[src/rtl/core/wsfu_pkg.sv]
// Package for the WebSocket frame unmasker: field widths, header constants
// and the result struct passed from the frame FSM to the top level.
// No dependencies.
package wsfu_pkg;

  localparam int unsigned ByteW   = 8;
  localparam int unsigned OpcodeW = 4;
  localparam int unsigned LenW    = 7;
  localparam int unsigned KeyW    = 32;
  localparam int unsigned KeyIdxW = 2;
  localparam int unsigned OutDataW = 16;

  localparam logic [LenW-1:0] LenExt16 = 7'd126;
  localparam logic [LenW-1:0] LenExt64 = 7'd127;

  typedef struct packed {
    logic               valid;
    logic [ByteW-1:0]   data;
    logic [OpcodeW-1:0] opcode;
    logic               fin;
    logic               last;
  } wsfu_result_t;

endpackage

[src/rtl/core/wsfu_frame_fsm.sv]
// Frame parser for the WebSocket frame unmasker: header, key and payload
// tracking, plus the XOR that unmasks one payload byte.
// Depends on wsfu_pkg.
module wsfu_frame_fsm (
  input  logic                       clk_i,
  input  logic                       rst_ni,
  input  logic                       accept_i,
  input  logic [wsfu_pkg::ByteW-1:0] byte_i,
  input  logic                       eom_i,
  output wsfu_pkg::wsfu_result_t     result_o
);
  import wsfu_pkg::*;

  typedef enum logic [2:0] {
    PH_HDR0,
    PH_HDR1,
    PH_KEY0,
    PH_KEY1,
    PH_KEY2,
    PH_KEY3,
    PH_DATA,
    PH_IDLE
  } phase_e;

  phase_e               phase_q, phase_d;
  logic [KeyW-1:0]      key_q, key_d;
  logic [KeyIdxW-1:0]   idx_q, idx_d;
  logic [LenW-1:0]      len_q, len_d;
  logic                 fin_q, fin_d;
  logic [OpcodeW-1:0]   opc_q, opc_d;

  logic [LenW-1:0]      hdr_len;
  logic [ByteW-1:0]     key_byte;

  assign hdr_len  = byte_i[LenW-1:0];
  // first key byte sits in the top bits
  assign key_byte = key_q[KeyW-1 - ByteW*idx_q -: ByteW];

  always_comb begin
    phase_d  = phase_q;
    key_d    = key_q;
    idx_d    = idx_q;
    len_d    = len_q;
    fin_d    = fin_q;
    opc_d    = opc_q;
    result_o = '0;
    result_o.data   = byte_i ^ key_byte;
    result_o.opcode = opc_q;
    result_o.fin    = fin_q;
    result_o.last   = 1'b0;
    if (accept_i) begin
      unique case (phase_q)
        PH_HDR0: begin
          fin_d   = byte_i[ByteW-1];
          opc_d   = byte_i[OpcodeW-1:0];
          phase_d = PH_HDR1;
        end
        PH_HDR1: begin
          if (byte_i[ByteW-1] && hdr_len != LenExt16 && hdr_len != LenExt64) begin
            len_d   = hdr_len;
            idx_d   = '0;
            phase_d = PH_KEY0;
          end else begin
            phase_d = PH_IDLE;
          end
        end
        PH_KEY0, PH_KEY1, PH_KEY2: begin
          key_d   = {key_q[KeyW-ByteW-1:0], byte_i};
          phase_d = phase_e'(phase_q + 3'd1);
        end
        PH_KEY3: begin
          key_d   = {key_q[KeyW-ByteW-1:0], byte_i};
          phase_d = (len_q == '0) ? PH_IDLE : PH_DATA;
        end
        PH_DATA: begin
          result_o.valid = 1'b1;
          result_o.last  = (len_q == LenW'(1));
          idx_d = idx_q + KeyIdxW'(1);
          len_d = len_q - LenW'(1);
          if (len_q == LenW'(1)) begin
            phase_d = PH_IDLE;
          end
        end
        PH_IDLE: begin
        end
        default: begin
          phase_d = PH_HDR0;
        end
      endcase
      if (eom_i) begin
        phase_d = PH_HDR0;
      end
    end
  end

  always_ff @(posedge clk_i or negedge rst_ni) begin
    if (!rst_ni) begin
      phase_q <= PH_HDR0;
      key_q   <= '0;
      idx_q   <= '0;
      len_q   <= '0;
      fin_q   <= 1'b0;
      opc_q   <= '0;
    end else begin
      phase_q <= phase_d;
      key_q   <= key_d;
      idx_q   <= idx_d;
      len_q   <= len_d;
      fin_q   <= fin_d;
      opc_q   <= opc_d;
    end
  end

  a_data_len_nonzero: assert property (@(posedge clk_i) disable iff (!rst_ni)
    phase_q == PH_DATA |-> len_q != '0)
    else $error("payload phase with no bytes left");

  a_eom_restarts: assert property (@(posedge clk_i) disable iff (!rst_ni)
    accept_i && eom_i |=> phase_q == PH_HDR0)
    else $error("end of message did not return to header");

  a_last_only_valid: assert property (@(posedge clk_i) disable iff (!rst_ni)
    result_o.last |-> result_o.valid && phase_q == PH_DATA)
    else $error("last marked without a payload result");

endmodule

[src/rtl/core/websocket_frame_unmasker_unit.sv]
// WebSocket frame unmasker: one byte per item in, unmasked payload bytes out.
// A result is registered; it is on m_axis in the cycle after its item is accepted.
// Throughput: one item per cycle; the single output register is refilled in the
// cycle it drains, so s_axis_tready stalls only while that register is held.
// Reset (rst_ni low, asynchronous) returns to header byte zero, empties output.
// Depends on wsfu_pkg and wsfu_frame_fsm.
module websocket_frame_unmasker_unit (
  input  logic                          clk_i,
  input  logic                          rst_ni,
  input  logic                          s_axis_tvalid,
  output logic                          s_axis_tready,
  input  logic [wsfu_pkg::ByteW-1:0]    s_axis_tdata,  // [7:0] in_byte
  input  logic                          s_axis_tlast,  // end_of_message
  output logic                          m_axis_tvalid,
  input  logic                          m_axis_tready,
  // [7:0] out_byte, [11:8] frame_opcode, [12] frame_fin, [15:13] zero
  output logic [wsfu_pkg::OutDataW-1:0] m_axis_tdata,
  output logic                          m_axis_tlast   // last_payload
);
  import wsfu_pkg::*;

  logic         accept;
  wsfu_result_t res;

  logic                out_valid_q, out_valid_d;
  logic [ByteW-1:0]    out_byte_q;
  logic [OpcodeW-1:0]  out_opc_q;
  logic                out_fin_q;
  logic                out_last_q;

  assign s_axis_tready = !out_valid_q || m_axis_tready;
  assign accept        = s_axis_tvalid && s_axis_tready;

  wsfu_frame_fsm u_fsm (
    .clk_i    (clk_i),
    .rst_ni   (rst_ni),
    .accept_i (accept),
    .byte_i   (s_axis_tdata),
    .eom_i    (s_axis_tlast),
    .result_o (res)
  );

  always_comb begin
    out_valid_d = out_valid_q;
    if (m_axis_tready) begin
      out_valid_d = 1'b0;
    end
    if (res.valid) begin
      out_valid_d = 1'b1;
    end
  end

  always_ff @(posedge clk_i or negedge rst_ni) begin
    if (!rst_ni) begin
      out_valid_q <= 1'b0;
    end else begin
      out_valid_q <= out_valid_d;
    end
  end

  always_ff @(posedge clk_i) begin
    if (res.valid) begin
      out_byte_q <= res.data;
      out_opc_q  <= res.opcode;
      out_fin_q  <= res.fin;
      out_last_q <= res.last;
    end
  end

  assign m_axis_tvalid = out_valid_q;
  assign m_axis_tdata  = {(OutDataW - ByteW - OpcodeW - 1)'(0), out_fin_q, out_opc_q,
                          out_byte_q};
  assign m_axis_tlast  = out_last_q;

  a_no_overwrite: assert property (@(posedge clk_i) disable iff (!rst_ni)
    out_valid_q && !m_axis_tready |-> !res.valid)
    else $error("result produced while output register is held");

  a_result_loaded: assert property (@(posedge clk_i) disable iff (!rst_ni)
    res.valid |=> out_valid_q)
    else $error("result lost");

  a_result_from_accept: assert property (@(posedge clk_i) disable iff (!rst_ni)
    res.valid |-> accept)
    else $error("result without an accepted item");

endmodule

[config.mk]
export PLATFORM = sky130hd
export DESIGN_NAME = websocket_frame_unmasker_unit
export DESIGN_NICKNAME = d
export VERILOG_FILES = /design/src/rtl/core/wsfu_pkg.sv /design/src/rtl/core/wsfu_frame_fsm.sv /design/src/rtl/core/websocket_frame_unmasker_unit.sv
export SDC_FILE = /design/constraint.sdc
export NUM_CORES = 1
export LEC_CHECK = 0
export BUFFER_PORTS_ARGS = -buffer_cell sky130_fd_sc_hd__buf_2
export CAP_MARGIN = 20
export CORE_MARGIN = 2
export CORE_UTILIZATION = 31
export CTS_BUF_LIST = sky130_fd_sc_hd__clkbuf_4
export CTS_CLUSTER_SIZE = 16
export DETAILED_ROUTE_END_ITERATION = 6
export PLACE_DENSITY = 0.44
export SYNTH_ARGS = -nofsm -noshare
export SYNTH_HDL_FRONTEND = slang
export SYNTH_HIERARCHICAL = 1
export SYNTH_SLANG_ARGS = --single-unit
[constraint.sdc]
create_clock -name clk_i -period 2.9 [get_ports clk_i]
set_input_delay 0.29 -clock clk_i [delete_from_list [all_inputs] [get_ports clk_i]]
set_output_delay 0.29 -clock clk_i [all_outputs]
set_load 0.1 [all_outputs]
== Word-level counts from Yosys, hierarchy flattened ==
Index checks and enable logic that the tools add are counted.

* Register bits after elaboration: 64
* Input bits: 13
* Output and inout port bits: 19
* Logic and storage cells: 58

* Add/subtract/negate cells: 4
* Equal/unequal tests: 11
* Shift-type cells: 1
* Mux-type cells: 13
* Bitwise operators: 1
* Reductions and logical operators: 17

{| class="wikitable"
|+ Operators with widths
! operator !! count
|-
| 39-bit by 33-bit variable part select with 8-bit output || 1
|-
| 3-bit case mux with 5 select lines || 1
|-
| 7-bit inequality test (second input constant) || 2
|-
| 7-bit case mux with 2 select lines || 1
|-
| 3-bit equality test (second input constant) || 3
|-
| 3-bit 2-to-1 mux || 3
|-
| 8-bit XOR || 1
|-
| 7-bit by 1-bit equality test with 1-bit output (second input constant) || 1
|-
| 7-bit zero test || 1
|-
| 7-bit 2-to-1 mux || 1
|-
| 7-bit by 1-bit subtractor with 7-bit output (second input constant) || 1
|-
| 3-bit by 2-bit equality test with 1-bit output (second input constant) || 2
|-
| 2-bit AND reduction || 3
|-
| 3-bit AND reduction || 2
|-
| 6-bit nonzero test || 1
|-
| 5-bit by 5-bit subtractor with 6-bit output (first input constant) || 1
|-
| 1-bit 2-to-1 mux || 5
|-
| 2-bit case mux with 2 select lines || 1
|-
| 2-bit nonzero test || 2
|-
| 4-bit OR reduction || 1
|-
| 3-bit by 1-bit adder with 3-bit output (second input constant) || 1
|-
| 3-bit by 1-bit equality test with 1-bit output (second input constant) || 1
|-
| 1-bit logical AND || 3
|-
| 3-bit zero test || 1
|-
| 7 further kinds || 7
|}

== Longest topological paths before layout ==
Gate-level depths: netlist of the first run.

* Depth in word-level cells: 6
* Mapped depth: 9
* Mapped depth without buffers: 7

== By module ==
Netlist of the first run, hierarchy kept.

{| class="wikitable"
|+ Modules (own cells, without submodules)
! module !! times used !! cells each !! area each (sq um) !! seq. area each (sq um)
|-
| wsfu_frame_fsm || 1 || 218 || 2,640.0 || 1,226.2
|-
| websocket_frame_unmasker_unit || 1 || 23 || 508.0 || 445.4
|}

== Worst setup path before layout of the first run ==
OpenSTA, ideal clock, no wires.

* Path type: flip-flop to flip-flop
* Start: register out_valid_q, in the netlist m_axis_tvalid
* End: register out_valid_q, in the netlist m_axis_tvalid
* Library setup time: 0.133 ns
* Arrival time: 2.592 ns
* Required time: 2.767 ns
* Setup slack: 0.174 ns
* Stages on the path, launching flop included: 8
* Path buffers: 2
* Period minus slack after synthesis: 2.726 ns
* Cells stage by stage: dfrtp_1 nand2b_4 and2_4 buf_2 nand2_1 buf_2 clkinv_1 nand2b_1

{| class="wikitable"
|+ RTL lines
! item !! RTL line !! text
|-
| start, declared || websocket_frame_unmasker_unit.sv:25 || <nowiki>logic out_valid_q, out_valid_d;</nowiki>
|-
| start signal, assigned || websocket_frame_unmasker_unit.sv:57 || <nowiki>out_valid_q <= out_valid_d;</nowiki>
|}

== Worst setup path after layout of the first run ==
* Start: register u_fsm.phase_q[0]
* End: register u_fsm.len_q[3]

* Word-level cells in the longest chain between the ends: 3
* Elaborated cells between the ends (all ways): 6
* Those cells by class: eq/ne (3); mux (1); reduce/logical (2)

{| class="wikitable"
|+ Ends and longest elaborated chain
! item !! RTL line !! text
|-
| start, declared || wsfu_frame_fsm.sv:25 || <nowiki>phase_e phase_q, phase_d;</nowiki>
|-
| start signal, assigned || wsfu_frame_fsm.sv:105 || <nowiki>phase_q <= phase_d;</nowiki>
|-
| 3-bit by 1-bit equality test with 1-bit output / 3-bit equality test (equally long branches) || wsfu_frame_fsm.sv:52 || <nowiki>unique case (phase_q)</nowiki>
|-
| 2-bit by 1-bit inequality test with 1-bit output (no source line) / 2-bit nonzero test (equally long branches) || - ||
|-
| 3-bit AND reduction (no source line) || - ||
|-
| end signal, assigned || wsfu_frame_fsm.sv:108 || <nowiki>len_q <= len_d;</nowiki>
|-
| end, declared || wsfu_frame_fsm.sv:28 || <nowiki>logic [LenW-1:0] len_q, len_d;</nowiki>
|}

Several ways; a longest one is shown, not always the timed one.
A chain may end at the register's enable or synchronous reset.

==> results of run 1 <==
==> cell usage in the layout, fill, tap and decap left out, types with 7 or more instances in the layout <==
cell,instances
a21oi_1,10
buf_2,28
clkbuf_4,10
dfrtp_1,50
edfxtp_1,14
ha_1,8
mux2_1,38
mux4_2,8
nand2_1,7
nor2_1,15
xor2_1,8
==> kinds of logic (layout without fill, tap and decap cells) <==
logic type | after synthesis | count (layout) | synth area share
muxes | 48 | 48 | 0.200
DFF | 64 | 64 | 0.531
other | 1 | 3 | 0.00119
xor gates and xnor gates | 8 | 8 | 0.0223
AOI/OAI and AO/OA | 40 | 40 | 0.0866
buffers and inverters | 22 | 57 | 0.0354
adders and majority gates | 8 | 8 | 0.0318
and+or+nand+nor | 50 | 50 | 0.0922
==> final timing paths <==
path	start	endpoint	slack, ns	cells after the start
max in group asynchronous	rst_ni	u_fsm/key_q[31]	1.74	3
min in group asynchronous	rst_ni	u_fsm/phase_q[0]	0.34	2
worst min register to register	u_fsm/fin_q	out_fin_q	0.45	0
worst max-delay path	u_fsm/phase_q[0]	u_fsm/len_q[3]	0.70	6
worst max register to register	u_fsm/phase_q[0]	u_fsm/len_q[3]	0.70	6
worst min-delay path	s_axis_tlast	u_fsm/phase_q[2]	0.11	2
==> critical path, cell delays in order (launching register included) <==
cell and delay (ns):
dfrtp_1 0.46, inv_1 0.10, ha_1 0.16, and2_1 0.39
nand2_1 0.39, and2_1 0.34, o22a_1 0.23
==> final cells by class <==
| class | count | area [um2] | share of cell area |
|---|---|---|---|
| inverters | 7 | 26.3 | 0.00742 |
| clock inverters | 6 | 36.3 | 0.0103 |
| flip-flops and latches | 64 | 1670 | 0.472 |
| clock buffers | 10 | 75.1 | 0.0212 |
| repair buffers | 34 | 188 | 0.0530 |
| multi-input cells | 157 | 1380 | 0.389 |
| well taps | 133 | 166 | 0.0470 |
==> synth_stat cells (all sizes together), types with 2 or more instances <==
cell	n	area, um2
dfrtp	50	1250
mux2	38	428
nor2	16	62.6
edfxtp	14	420
buf	13	77.6
a21oi	11	58.8
ha	8	100
mux4	8	180
nand2	8	32.5
xor2	8	70.1
o21ai	7	35.0
inv	6	22.5
a31oi	5	31.3
nand3	4	20.0
o211ai	4	30.0
o22a	4	35.0
a2bb2oi	3	26.3
and2	3	21.3
nand2b	3	26.3
nor2b	3	18.8
clkbuf	2	7.51
mux2i	2	20.0
nor3	2	10.0
nor4b	2	32.5
or4	2	15.0
==> layer usage <==
| layer | up-vias | routed length (um) |
|---|---|---|
| met5 | - | 0 |
| met4 | 0 | 100 |
| met3 | 10 | 335 |
| met2 | 41 | 3050 |
| met1 | 1007 | 3020 |
| li1 | 951 | - |
==> registers in the layout, indices dropped and copies added (netlist names) <==
register       cells
u_fsm/len_q        7
m_axis_tvalid      1
u_fsm/opc_q        4
u_fsm/phase_q      3
m_axis_tlast       1
out_byte_q         8
out_opc_q          4
u_fsm/idx_q        2
u_fsm/fin_q        1
out_fin_q          1
u_fsm/key_q       32
==> stage by stage <==
step / instance area, um2 / setup slack [ns]
6_report: 3540 / 0.697
5_1_grt: 3540 / 0.569
4_1_cts: 3540 / 0.690
3_5_place_dp: 3420 / 0.730
3_3_place_gp: 3420 / 0.741
2_1_floorplan: 3160 / 0.174
==> power by group through the flow <==
stage	Sequential [uW]	Clock [uW]	Combinational, uW
2_1_floorplan	1490	0	867
6_report	1580	513	987
4_1_cts	1590	547	1000
3_3_place_gp	1600	0	980
5_1_grt	1640	585	1110
3_5_place_dp	1600	0	995
==> out/qor.csv, run 1 <==
stage,metric,value,unit
status,status,"finished, final reports clean",
sta,Final setup viols,0,
global_route,"Remaining Overflow, GRT",0,
final_layout,layout cells sized above 1,0.237,
critical_path,CP endpoint kind,register,
detailed_routing,DR vias/cell,4.89,
clocking,"Reg clk slew, reported paths",0.12,ns
synthesis,count of different cell masters after synthesis,49,
power,peak supply drop,305,uV
power,switch share,0.350,
clocking,CTS Hold Bufs,1,
global_route,first-pass GRT wire length,10800,um
power,combinational share of power,0.320,
synthesis,sequential element share of the synthesized area,0.531,
detailed_routing,TritonRoute pass-1 iters,4,
clocking,Post-CTS Setup Repair Bufs,0,
floorplan,# IOs,32,
floorplan,Die W,105,um
clocking,post-cts resize count,0,
sta,crit path time final,2.20,ns
sta,Pins Over Slew Limit,0,
placement,DP Wirelength,4320,um
final_layout,# diodes,0,
floorplan,DIE AREA,11000,um2
final_layout,fillers,1008,
power,sequential share of power,0.513,
sta,worst hold slack,0.108,ns
sta,TNS Setup,0,ns
floorplan,row count,36,
synthesis,post-synthesis register bit count,64,
synthesis,Synth Instances,241,
synthesis,Post-synth EDFFs,14,
critical_path,WP data arrival,2.50,ns
global_route,gr busiest metal,met2,
sta,Tcrit/Tclk final,0.760,
global_route,M1 GR Usage,0.171,
critical_path,critical path class,register to register,
clocking,CTS Buf Count,9,
power,part of the power in the clock network,0.167,
run,max cap viols,0,
critical_path,Crit Path Max Fanout,12,
sta,Setup Skew,0.0153,ns
sta,Max-slew headroom,0.550,
power,Switch Pwr,1080,uW
power,Pleak,0.00150,uW
final_layout,Area Growth Syn to Fin,12.4,%
synthesis,Synth Cell Area,3150,um2
floorplan,core area,9820,um2
floorplan,initial core utilization,0.321,
detailed_routing,final wirelength,6510,um
placement,I/O Buffers,28,
clocking,H-tree levels,3,
global_route,vias in the first global route,2014,
clocking,Max Root-Sink Buffers,2,
global_route,M3 GR Usage,0.0424,
synthesis,yosys warns,6,
placement,Placed Cells,394,
clocking,CTS Root Buffer Type,clkbuf_4,
worst_hold_path,Hold WC Path Type,input pin to register,
power,Power per Cell Area,871,nW/um2
detailed_routing,Routed Antenna Nets,0,
detailed_routing,vias post-DR,2009,
final_layout,post-layout util,0.360,
power,Internal Power,2000,uW
clocking,clk sinks,64,
global_route,largest net degree at the start of global routing,35,
global_route,global-route usage over all layers,0.128,
global_route,antenna violations before repair,0,
final_layout,layout net count,294,
sta,highest clock rate,454,MHz
detailed_routing,routed length per instance,15.8,um
sta,RSZ-0062 raised after global routing,false,
critical_path,Critical Path RT,3.19,ns
synthesis,Syn Area/Cell,13.1,um2
clocking,CTS tree,done,
detailed_routing,DRC,0,
detailed_routing,Iteration-0 DRC Markers,65,
power,Power Total,3080,uW
sta,"Hold Violations, Final",0,
synthesis,ys async rst share,0.781,
sta,worst-margin pin slew,0.674,ns
floorplan,die height,105,um
synthesis,main flop type after synthesis,dfrtp_1,
clocking,Clock Latency Late Sink,0.41,ns
global_route,met2 usage,0.196,
final_layout,Final Non-Filler Cells,411,
placement,Final Wtd Congestion,0.806,
critical_path,startpoint types,register,
No activity file was read; power rests on OpenSTA's default activity.
==> run 2, diff against run 1 <==
--- a/config.mk
+++ b/config.mk
@@ -12,7 +12,7 @@
 export CTS_BUF_LIST = sky130_fd_sc_hd__clkbuf_4
 export CTS_CLUSTER_SIZE = 16
 export DETAILED_ROUTE_END_ITERATION = 6
-export PLACE_DENSITY = 0.44
+export PLACE_DENSITY = 0.46
 export SYNTH_ARGS = -nofsm -noshare
 export SYNTH_HDL_FRONTEND = slang
 export SYNTH_HIERARCHICAL = 1
==> constraint.sdc (replaced) <==
create_clock -name clk_i -period 2 [get_ports clk_i]
set_input_delay 0.2 -clock clk_i [delete_from_list [all_inputs] [get_ports clk_i]]
set_output_delay 0.2 -clock clk_i [all_outputs]
set_load 0.1 [all_outputs]
==> run 2 against run 1 <==
Against the previous run:
- worst hold slack lost 0.054 ns
- sequential power rose by 41%
- via count increased by 3.7%
- non-clock buffer count rose by 13
- largest power group unchanged
- register-to-register slack worse by 0.55 ns
- setup slack got worse by 0.55 ns
- final area up 5.1%
- clock skew fell by 0.0040 ns
- die area stayed put
==> out/qor.csv, run 2 (synthesized netlist as in run 1, its figures left out) <==
stage,metric,value,unit
status,status,"finished, final reports clean",
global_route,global-route usage over all layers,0.123,
critical_path,startpoint types,register,
detailed_routing,TritonRoute pass-1 iters,4,
worst_hold_path,Hold WC Path Type,input pin to register,
clocking,Clock Latency Late Sink,0.41,ns
clocking,CTS Root Buffer Type,clkbuf_4,
final_layout,Final Non-Filler Cells,424,
sta,highest clock rate,539,MHz
critical_path,WP data arrival,2.15,ns
clocking,Post-CTS Setup Repair Bufs,0,
power,peak supply drop,460,uV
final_layout,Area Growth Syn to Fin,18.2,%
sta,Tcrit/Tclk final,0.928,
floorplan,core area,9820,um2
sta,Final setup viols,0,
clocking,H-tree levels,3,
final_layout,# diodes,0,
detailed_routing,Iteration-0 DRC Markers,124,
run,max cap viols,0,
final_layout,number of flip-flops in the largest register,32,
global_route,vias in the first global route,2082,
critical_path,CP endpoint kind,register,
sta,TNS Setup,0,ns
final_layout,fillers,998,
detailed_routing,DRC,0,
detailed_routing,final wirelength,6430,um
final_layout,FF+latch area,1680,um2
sta,Pins Over Slew Limit,0,
final_layout,Top Registers,"u_fsm/key_q (32), out_byte_q (8), u_fsm/len_q (7)",
critical_path,critical path class,register to register,
final_layout,layout net count,307,
critical_path,Critical Path RT,2.29,ns
final_layout,"commonest non-fill, non-tap cell in the layout",dfrtp_1,
final_layout,Multi-input gate area,1400,um2
clocking,clk sinks,64,
final_layout,Final Instance Area,3720,um2
placement,Final Wtd Congestion,0.824,
floorplan,# IOs,32,
placement,Placed Cells,406,
power,Power Total,4770,uW
power,Pleak,0.00158,uW
global_route,antenna violations before repair,0,
clocking,"Reg clk slew, reported paths",0.12,ns
floorplan,Die W,105,um
final_layout,most frequent cells in the layout,"dfrtp_1 (48), mux2_1 (38), buf_2 (28)",
clocking,Max Root-Sink Buffers,2,
clocking,CTS tree,done,
detailed_routing,vias post-DR,2084,
detailed_routing,DR vias/cell,4.92,
placement,"Cell Area, Placed",3550,um2
placement,I/O Buffers,28,
detailed_routing,routed length per instance,15.2,um
global_route,largest net degree at the start of global routing,51,
detailed_routing,Routed Antenna Nets,0,
floorplan,DIE AREA,11000,um2
floorplan,row count,36,
critical_path,Crit Path Max Fanout,32,
sta,"Hold Violations, Final",0,
final_layout,layout cells sized above 1,0.282,
floorplan,die height,105,um
global_route,first-pass GRT wire length,10600,um
sta,Setup Skew,0.0112,ns
floorplan,initial core utilization,0.321,
sta,RSZ-0062 raised after global routing,false,
final_layout,largest reg by FF count,u_fsm/key_q,
placement,DP Wirelength,4350,um
sta,crit path time final,1.86,ns
power,Power per Cell Area,1280,nW/um2
clocking,CTS Buf Count,9,
global_route,"Remaining Overflow, GRT",0,
==> run 2: final cells by class <==
cell class	instances	share of cell area
tap	133	0.0447
clock inverter	7	0.0192
inverter	7	0.00740
clock buffer	9	0.0182
sequential	64	0.451
timing repair buffer	47	0.0841
multi-input combinational	157	0.376
==> run 2: metrics by stage <==
stage,util,worst slack [ns],hold slack [ns]
after floorplan,-,0.00799,-0.0956
after global placement,0.362,0.000316,0.220
after detailed placement,0.362,0.0543,0.227
after CTS,0.378,0.0208,0.0269
after global routing,0.379,0.0128,0.0338
final,0.379,0.145,0.0542
==> run 2: repair_timing <==
| action | 4_1_cts | 5_1_grt |
|---|---|---|
| endpoints found under the hold margin | 51 | 0 |
| endpoints found under the setup margin | 0 | 40 |
| resized for setup | 0 | 3 |
| hold buffers | 2 | 0 |
==> run 2: critical path, stage by stage (launching register included) <==
cell and delay, ns:
dfrtp_2 0.47, ha_1 0.21, ha_1 0.27, o21ai_2 0.21
buf_12 0.22, mux2_1 0.34
==> run 2: power by group <==
part           switching [uW]  total (uW)  internal [uW]
clock                     508         889            381
sequential                352        2220           1870
combinational             757        1660            906
total                    1620        4770           3150
==> run 2: final timing paths <==
kind / end / from / cells after the start / slack, ns
min in group asynchronous: u_fsm/len_q[6] / rst_ni / 3 / 0.31
max: u_fsm/key_q[21] / u_fsm/phase_q[0] / 5 / 0.14
min reg2reg: out_opc_q[1] / u_fsm/opc_q[1] / 0 / 0.46
max reg2reg: u_fsm/key_q[21] / u_fsm/phase_q[0] / 5 / 0.14
min: m_axis_tvalid / m_axis_tready / 3 / 0.05
max in group asynchronous: m_axis_tvalid / rst_ni / 3 / 1.42
==> run 2: layer usage <==
| layer | vias up | wire length (um) | global-route usage | share of wire |
|---|---|---|---|---|
| li1 | 980 | - | - | - |
| met1 | 1049 | 3010 | 0.159 | 0.47 |
| met2 | 49 | 3080 | 0.197 | 0.48 |
| met3 | 6 | 266 | 0.0368 | 0.041 |
| met4 | 0 | 78 | 0.0429 | 0.012 |
| met5 | - | 0 | 0 | 0 |
==> run 3, diff against run 2 <==
--- a/config.mk
+++ b/config.mk
@@ -7,7 +7,7 @@
 export LEC_CHECK = 0
 export BUFFER_PORTS_ARGS = -buffer_cell sky130_fd_sc_hd__buf_2
 export CAP_MARGIN = 20
-export CORE_MARGIN = 2
+export CORE_MARGIN = 4
 export CORE_UTILIZATION = 31
 export CTS_BUF_LIST = sky130_fd_sc_hd__clkbuf_4
 export CTS_CLUSTER_SIZE = 16
==> constraint.sdc (replaced) <==
create_clock -name clk_i -period 1.6 [get_ports clk_i]
set_input_delay 0.16 -clock clk_i [delete_from_list [all_inputs] [get_ports clk_i]]
set_output_delay 0.16 -clock clk_i [all_outputs]
set_load 0.1 [all_outputs]
==> run 3 against run 2 <==
Against the previous run:
- first-iteration DRC count down 48%
- register-to-register slack worse by 0.36 ns
- global-route usage up 2.4 points
- final cell count up 11%
- core utilization up 8.6 points
- worst hold slack worse by 0.019 ns
- combinational power up 110%
- the run now ends with setup timing left
- critical path type unchanged
- die area up 7.8%
==> out/qor.csv, run 3 (synthesized netlist as in run 1, its figures left out) <==
stage,metric,value,unit
status,status,"complete, but fails checks",
status,failing checks,setup timing,
detailed_routing,routed length per instance,17.5,um
global_route,largest net degree at the start of global routing,34,
final_layout,"commonest non-fill, non-tap cell in the layout",dfrtp_1,
global_route,global-route usage over all layers,0.147,
critical_path,launch point of the worst reg-to-reg path,u_fsm/phase_q[1],
clocking,Clock Latency Late Sink,0.41,ns
sta,Pins Over Slew Limit,0,
final_layout,layout cells sized above 1,0.597,
detailed_routing,TritonRoute pass-1 iters,4,
placement,"worst slack, placed",-0.277,ns
final_layout,Area Growth Syn to Fin,45.1,%
sta,crit path time final,1.82,ns
sta,highest clock rate,550,MHz
placement,"Cell Area, Placed",3770,um2
power,Pleak,0.00203,uW
final_layout,largest reg by FF count,u_fsm/key_q,
critical_path,path depth of the worst reg2reg path,7,
critical_path,startpoint types,register,
run,max cap viols,0,
power,Power per Cell Area,1600,nW/um2
final_layout,Multi-input gate area,1740,um2
sta,Tcrit/Tclk final,1.14,
critical_path,Crit Path Max Fanout,8,
critical_path,critical path class,register to register,
worst_hold_path,WHS Path Cells,3,
detailed_routing,final wirelength,8190,um
critical_path,Critical Path Source,u_fsm/phase_q[1],
critical_path,Critical Path Max Stage Delay,0.45,ns
critical_path,Register-to-Register Setup Slack,-0.22,ns
floorplan,initial core utilization,0.321,
final_layout,layout net count,351,
clocking,Max Root-Sink Buffers,2,
worst_hold_path,Hold EP,u_fsm/len_q[0],
placement,Final Wtd Congestion,0.798,
sta,final worst slack,-0.218,ns
critical_path,worst path cell trace,buf_6 -> ha_4 -> ha_4 -> o21ai_4 -> buf_6 -> buf_12 -> mux2_4,
detailed_routing,DRC,0,
clocking,H-tree levels,3,
detailed_routing,vias post-DR,2308,
placement,I/O Buffers,28,
worst_hold_path,hold_sp,s_axis_tdata[0],
critical_path,CP endpoint kind,register,
final_layout,FF+latch area,1680,um2
clocking,"Reg clk slew, reported paths",0.12,ns
final_layout,most frequent cells in the layout,"dfrtp_1 (46), buf_4 (42), mux2_4 (33)",
sta,Setup Skew,0.0230,ns
floorplan,row count,36,
final_layout,fillers,909,
clocking,CTS Root Buffer Type,clkbuf_4,
worst_hold_path,Hold WC Path Type,input pin to register,
final_layout,Top Registers,"u_fsm/key_q (32), out_byte_q (8), u_fsm/len_q (7)",
global_route,vias in the first global route,2354,
sta,"Hold Violations, Final",0,
final_layout,number of flip-flops in the largest register,32,
global_route,"Remaining Overflow, GRT",0,
clocking,CTS tree,done,
clocking,CTS Buf Count,9,
critical_path,slowest CP cell,dfrtp_2,
global_route,antenna violations before repair,1,
critical_path,terminus of the critical flop-to-flop path,u_fsm/key_q[29],
clocking,clk sinks,64,
floorplan,# IOs,32,
critical_path,Top delay family on crit path,flip-flops,
detailed_routing,DR vias/cell,4.92,
detailed_routing,Iteration-0 DRC Markers,64,
final_layout,Final Instance Area,4570,um2
sta,Final setup viols,59,
floorplan,Die W,109,um
sta,RSZ-0062 raised after global routing,true,
critical_path,Critical Path RT,1.88,ns
floorplan,core area,9820,um2
floorplan,DIE AREA,11800,um2
critical_path,WP data arrival,2.10,ns
power,peak supply drop,659,uV
global_route,first-pass GRT wire length,13000,um
placement,DP Wirelength,4980,um
detailed_routing,Routed Antenna Nets,0,
floorplan,die height,109,um
critical_path,worst path bufs/invs,3,
[run 3: cell count changes in the layout (fill, tap and decap cells not counted), sizes merged]
cell | before | now
clkinv | 4 | 7
buf | 45 | 87
bufinv | 1 | 0
clkinvlp | 2 | 0
clkbuf | 9 | 10
inv | 7 | 8
diode | 0 | 1
[run 3: stage by stage]
step            util  setup TNS (ns)  hold WS, ns  total power [uW]  cells
2_1_floorplan      -          -19.69       -0.136              4310    243
3_3_place_gp   0.384          -12.04       0.0375              5130    431
3_5_place_dp   0.384          -12.12       0.0366              5180    431
4_1_cts        0.450           -7.47      0.00197              7080    467
5_1_grt        0.465          -11.63       0.0223              7760    469
6_report       0.465           -8.88       0.0351              7290    469
[run 3: layout make-up]
type | instances | share of cell area
Clock inverter | 6 | 0.00986
Clock buffer | 10 | 0.0164
Timing Repair Buffer | 89 | 0.168
Tap cell | 133 | 0.0364
Sequential cell | 64 | 0.368
Antenna cell | 1 | 0.000548
Multi-Input combinational cell | 157 | 0.381
Inverter | 7 | 0.0121
Timing Repair inverter | 2 | 0.00794
[run 3: tightest hold or removal path: cells and delay by family]
kind,cells,cell delay (ns)
AND/OR/NAND/NOR,1,0.06
buffers and inverters,1,0.14
AO/OA/AOI/OAI,1,0.05
[run 3: worst max path at each step]
stage | to | slack [ns] | depth (start not counted)
2_1_floorplan | u_fsm/len_q[1] | -0.38 | 6
6_report | u_fsm/key_q[29] | -0.22 | 7
3_3_place_gp | u_fsm/phase_q[0] | -0.28 | 6
5_1_grt | u_fsm/key_q[22] | -0.27 | 7
4_1_cts | u_fsm/phase_q[0] | -0.19 | 7
3_5_place_dp | u_fsm/phase_q[0] | -0.28 | 6
[run 3: timing repair]
action                                 CTS  global route
setup endpoints to repair               65            65
resized for setup                       70            39
pin swaps                               12            17
endpoints found under the hold margin   51             0
buffers inserted                        13             2
gates cloned                             5             1
hold buffers                             2             0
[run 3: routing by layer]
metal,share of wire,track usage,up-vias
li1,-,-,1067
met1,0.47,0.202,1192
met2,0.49,0.235,41
met3,0.024,0.0237,8
met4,0.013,0.0541,0
met5,0,0,-
[run 3: power by group]
group / switching, uW / internal, uW
clock network: 636 / 345
registers: 476 / 2340
logic: 1340 / 2150
